===== config.mk =====
export PLATFORM = sky130hd
export DESIGN_NAME = gcc_cell
export DESIGN_NICKNAME = d
export VERILOG_FILES = /design/src/design/gcc_pkg.sv /design/src/design/gcc_cell.sv
export SDC_FILE = /design/constraint.sdc
export NUM_CORES = 1
export LEC_CHECK = 0
export BUFFER_PORTS_ARGS = -buffer_cell sky130_fd_sc_hd__buf_2
export CAP_MARGIN = 15
export CORE_ASPECT_RATIO = 0.6
export CORE_MARGIN = 8
export CORE_UTILIZATION = 43
export DETAILED_ROUTE_END_ITERATION = 10
export PLACE_DENSITY_LB_ADDON = 0.05
export SETUP_SLACK_MARGIN = 0.5
export SLEW_MARGIN = 25
export SYNTH_ARGS = -nofsm -noshare
export SYNTH_HDL_FRONTEND = slang
export SYNTH_SLANG_ARGS = --single-unit

===== constraint.sdc =====
create_clock -name clk -period 3.2 [get_ports clk]
set_input_delay 0.16 -clock clk [delete_from_list [all_inputs] [get_ports clk]]
set_output_delay 0.16 -clock clk [all_outputs]
set_load 0.01 [all_outputs]

===== src/design/gcc_pkg.sv =====
// Shared widths and sizes for the greedy coin change core.
package gcc_pkg;

  localparam int unsigned DENOM_W   = 16;
  localparam int unsigned COUNT_W   = 16;
  localparam int unsigned SLOTS     = 8;
  localparam int unsigned SLOT_IDX_W = 3;
  localparam int unsigned OUT_DATA_W = 136;

  typedef logic [DENOM_W-1:0] denom_t;
  typedef logic [COUNT_W-1:0] count_t;
  typedef count_t [SLOTS-1:0] count_vec_t;

endpackage


===== src/design/gcc_cell.sv =====
// One restoring-division bit cell: trial subtract of a shifted denomination.
module gcc_cell #(
  parameter int unsigned AMOUNT_BITS = 16,
  parameter int unsigned SLOT        = 0,
  parameter int unsigned SHIFT       = 0
) (
  input  logic                     clk,
  input  logic                     rst_n,
  input  logic                     ld,
  input  logic                     valid_i,
  input  logic [AMOUNT_BITS-1:0]   rem_i,
  input  logic [AMOUNT_BITS-1:0]   quo_i,
  input  gcc_pkg::count_vec_t      cnt_i,
  input  gcc_pkg::denom_t          denom,
  output logic                     valid_o,
  output logic [AMOUNT_BITS-1:0]   rem_o,
  output logic [AMOUNT_BITS-1:0]   quo_o,
  output gcc_pkg::count_vec_t      cnt_o
);

  localparam int unsigned WIDE_W = AMOUNT_BITS + gcc_pkg::DENOM_W;
  localparam bit FIRST = (SHIFT == AMOUNT_BITS - 1);

  logic                   valid_r;
  logic [AMOUNT_BITS-1:0] rem_r, rem_nxt;
  logic [AMOUNT_BITS-1:0] quo_r, quo_nxt;
  gcc_pkg::count_vec_t    cnt_r, cnt_nxt;
  logic [WIDE_W-1:0]      trial;
  logic [WIDE_W-1:0]      rem_ext;
  logic [WIDE_W-1:0]      quo_ext;
  logic                   take;
  logic                   sat;

  always_comb begin
    trial   = {{AMOUNT_BITS{1'b0}}, denom} << SHIFT;
    rem_ext = {{gcc_pkg::DENOM_W{1'b0}}, rem_i};
    take    = (denom != '0) && (rem_ext >= trial);
    rem_nxt = take ? (rem_i - trial[AMOUNT_BITS-1:0]) : rem_i;
    // start a fresh quotient at the top bit of each slot
    quo_nxt = FIRST ? '0 : quo_i;
    quo_nxt[SHIFT] = take;
    quo_ext = {{gcc_pkg::DENOM_W{1'b0}}, quo_nxt};
    sat     = |quo_ext[WIDE_W-1:gcc_pkg::COUNT_W];
    cnt_nxt = cnt_i;
    if (SHIFT == 0) begin
      cnt_nxt[SLOT] = sat ? {gcc_pkg::COUNT_W{1'b1}} : quo_ext[gcc_pkg::COUNT_W-1:0];
    end
  end

  always_ff @(posedge clk) begin
    if (!rst_n) begin
      valid_r <= 1'b0;
    end else if (ld) begin
      valid_r <= valid_i;
    end
  end

  always_ff @(posedge clk) begin
    if (ld) begin
      rem_r <= rem_nxt;
      quo_r <= quo_nxt;
      cnt_r <= cnt_nxt;
    end
  end

  assign valid_o = valid_r;
  assign rem_o   = rem_r;
  assign quo_o   = quo_r;
  assign cnt_o   = cnt_r;

endmodule


==> impl_metrics.py <==
metrics = {
    "run_status": {
        "status": "finished clean",
    },
    "sta": {
        "skew_ns": 0,
        "setup_viol": 0,
        "fin_crit_ns": 2.35,
        "whs_ns": 0.0769,
        "fin_tns_setup_ns": 0,
        "slew_violations": 0,
        "fmax_mhz": 426,
        "worstMarginPinSlew_ns": 0.685,
        "fin_ws_ns": 0.854,
        "rsz0062_at_grt": "false",
        "post-route-period-util_pct": 73.3,
        "hold_viol_final": 0,
        "relSlewSlack_pct": 53.9,
    },
    "setup_path": {
        "start_kind": "input pin",
        "critical_path_class": "in2reg",
        "required_ns": 3.35,
        "critPathMaxStageDelay_ns": 0.40,
        "critical_path.top_delay_family": "compound AO/OA/AOI/OAI gates",
        "r2r_slack_ns": 2.03,
        "cp_cell_sequence": "buf_2, inv_1, ha_1, fa_1, nand2b_2, a21oi_2, o31ai_2, nand2_2, o21ai_2, a31oi_4, buf_4, mux2_4",
        "worst-path-buf-inv": 3,
        "crit_path_end_kind": "flip-flop",
        "slowest_stage": "fa_1",
        "worst_ep_arrival_time_ns": 2.50,
        "crit_fanout": 9,
    },
    "routing": {
        "drcViolationCount": 0,
        "vias": 4333,
        "drt-pass1-iter-count": 5,
        "wl_per_cell_um": 18.5,
        "antenna_left": 0,
        "routed_via_density": 4.57,
        "routed_wl_um": 17500,
        "drt_iter0_markers": 354,
    },
    "clock_tree": {
        "cts.clk_slew.worst_paths_ns": 0.06,
        "insertion_delay_ns": 0.40,
        "cts_sinks": 145,
        "post_cts_resized": 0,
        "cts_buffer_depth": 2,
        "cts_max_level": 4,
        "cts_buffers": 17,
        "cts_root_buf": "clkbuf_16",
        "cts_tree": "yes",
    },
    "floorplanning": {
        "dieArea_sq_um": 17000,
        "die-width_um": 163,
        "initial_utilization_pct": 43.8,
        "row_count": 32,
        "io_pins": 341,
        "die_height_um": 104,
        "core-area_sq_um": 12700,
    },
    "synth": {
        "synth_top_family_by_area": "compound AO/OA/AOI/OAI gates",
        "yosysUniqueCellTypes": 44,
        "synthMuxAreaShare_pct": 3.90,
        "synth.net_count": 504,
        "synthXorXnorAreaFrac_pct": 2.20,
        "postSynthCellCount": 307,
        "synthSimpleGateAreaFrac_pct": 3.79,
        "syn_avg_cell_area_sq_um": 18.2,
        "yosysWarnings": 0,
        "synth_compound_area_share_pct": 4.47,
        "ys_seq_area_share_pct": 77.9,
        "synth_seq_cells": 145,
        "synthAdderAreaFrac_pct": 3.95,
        "syn_area_sq_um": 5580,
    },
    "placement": {
        "dpl.cell_count": 787,
        "place_ws_ns": 0.443,
        "io_buffer_count": 323,
        "place_congestion": 0.861,
        "dp_hpwl_um": 12700,
    },
    "hold_path": {
        "min_path_type": "in2reg",
    },
    "global_route": {
        "track_usage_pct": 20.5,
        "grt.overflow.total": 0,
        "grt_pass1_wl_um": 26900,
        "grt_antenna_before_repair": 2,
        "grt_pass1_vias": 4828,
        "grt_max_degree": 56,
    },
    "final_layout": {
        "drive_above_1_share_pct": 48.7,
        "nNetsFinal": 962,
        "syn2layout_area_growth_pct": 64.6,
        "final_cells": 949,
    },
    "power_and_ir_drop": {
        "finalPower_uw": 4960,
        "power_leakage_uw": 0.00405,
        "ir_worst_vdd_uv": 356,
        "power_density_nw_per_um2": 541,
    },
    "flow_run": {
        "maxCapViolCount": 0,
    },
}
==> timing repair <==
action | 4_1_cts | 5_1_grt
hold buffers | 129 | 0
buffers inserted | 0 | 0
hold endpoints to repair | 128 | 0
==> cells in the mapped netlist (all sizes together) <==
| master | n | share of area [%] |
|---|---|---|
| nand4 | 2 | 0.22 |
| nand3 | 3 | 0.27 |
| nor4 | 4 | 0.45 |
| a31oi | 3 | 0.61 |
| o31ai | 2 | 0.36 |
| a31o | 1 | 0.16 |
| o21a | 2 | 0.27 |
| a211oi | 1 | 0.13 |
| a21oi | 12 | 1.1 |
| or3b | 1 | 0.16 |
| a41oi | 1 | 0.16 |
| xnor2 | 11 | 1.7 |
| dfxtp | 1 | 0.36 |
| xor2 | 3 | 0.47 |
| edfxtp | 144 | 78 |
| a311o | 1 | 0.18 |
| nand2b | 2 | 0.27 |
| nor3 | 5 | 0.45 |
| o21bai | 1 | 0.13 |
| mux2i | 3 | 0.54 |
| nor2 | 9 | 0.61 |
| nor2b | 3 | 0.34 |
| and4 | 1 | 0.16 |
| mux2 | 14 | 3.4 |
| inv | 21 | 1.4 |
| a221o | 1 | 0.18 |
| and3 | 1 | 0.11 |
| ha | 16 | 3.6 |
| a21boi | 1 | 0.13 |
| fa | 1 | 0.36 |
| a21o | 3 | 0.40 |
| buf | 17 | 2.4 |
| o21ai | 6 | 0.61 |
| and2 | 1 | 0.11 |
| nand2 | 9 | 0.65 |
==> state kept, by name (all words and copies together), names as in the netlist <==
name     cells
cnt_o      128
rem_o       16
valid_o      1
==> cells by family after synthesis <==
kind of cell	count (synthesis)
adder cells (fa/ha/maj)	17
AO/OA/AOI/OAI	35
flip-flops	145
AND/OR/NAND/NOR	41
multiplexers	17
XOR/XNOR	14
buffers and inverters	38
==> final timing paths <==
| check | startpoint | to | cells past startpoint |
|---|---|---|---|
| worst min register to register | valid_o$_SDFFE_PN0P_ | valid_o$_SDFFE_PN0P_ | 3 |
| worst max-delay path | rem_i[0] | rem_o[10]$_DFFE_PP_ | 12 |
| worst max register to register | valid_o$_SDFFE_PN0P_ | valid_o$_SDFFE_PN0P_ | 3 |
| worst min-delay path | rem_i[11] | rem_o[11]$_DFFE_PP_ | 2 |
==> per-stage QoR <==
| stage | instance area, sq um | utilization, % |
|---|---|---|
| 3_3_place_gp | 7320 | 57.5 |
| 4_1_cts | 9170 | 72.1 |
| 5_1_grt | 9180 | 72.1 |
| 2_1_floorplan | 5580 | - |
| 6_report | 9180 | 72.1 |
| 3_5_place_dp | 7320 | 57.5 |
==> layout make-up <==
| cell class | instances | area (sq um) |
|---|---|---|
| Antenna cell | 1 | 2.50 |
| Clock buffer | 18 | 439 |
| Clock inverter | 14 | 121 |
| Fill cell | 875 | 3560 |
| Inverter | 21 | 78.8 |
| Multi-Input combinational cell | 124 | 1020 |
| Sequential cell | 145 | 4340 |
| Tap cell | 170 | 213 |
| Timing Repair Buffer | 456 | 2960 |
==> report_power, final <==
group          total [uW]  internal [uW]  switching (uW)
Sequential           2320           2280            45.1
Combinational         805            412             393
Clock                1830           1040             798
==> cells in the final DEF, fill, tap and decap left out, types with 2 or more instances in the layout <==
cell type / count
nand3_1: 3
xnor2_1: 11
nor2_1: 9
clkbuf_16: 17
dlygate4sd3_1: 129
mux2i_1: 3
edfxtp_1: 144
nor2b_1: 3
buf_4: 3
buf_2: 322
nand2_1: 8
inv_1: 21
inv_8: 2
nor3_1: 5
o21a_1: 2
o21ai_0: 4
mux2_4: 8
ha_1: 16
inv_6: 4
xor2_1: 3
mux2_2: 6
a21o_1: 3
nor4_1: 4
nand4_1: 2
clkinvlp_4: 2
a21oi_1: 11
a31oi_1: 2
clkinv_4: 5
==> routing by layer <==
| metal | up-vias | part of all wire (%) | GRT usage, % |
|---|---|---|---|
| li1 | 2072 | - | - |
| met1 | 2018 | 36 | 21.4 |
| met2 | 224 | 52 | 37.2 |
| met3 | 17 | 11 | 8.30 |
| met4 | 2 | 0.91 | 6.00 |
| met5 | - | 0.069 | 0 |
(Power assumes the default switching activity.)
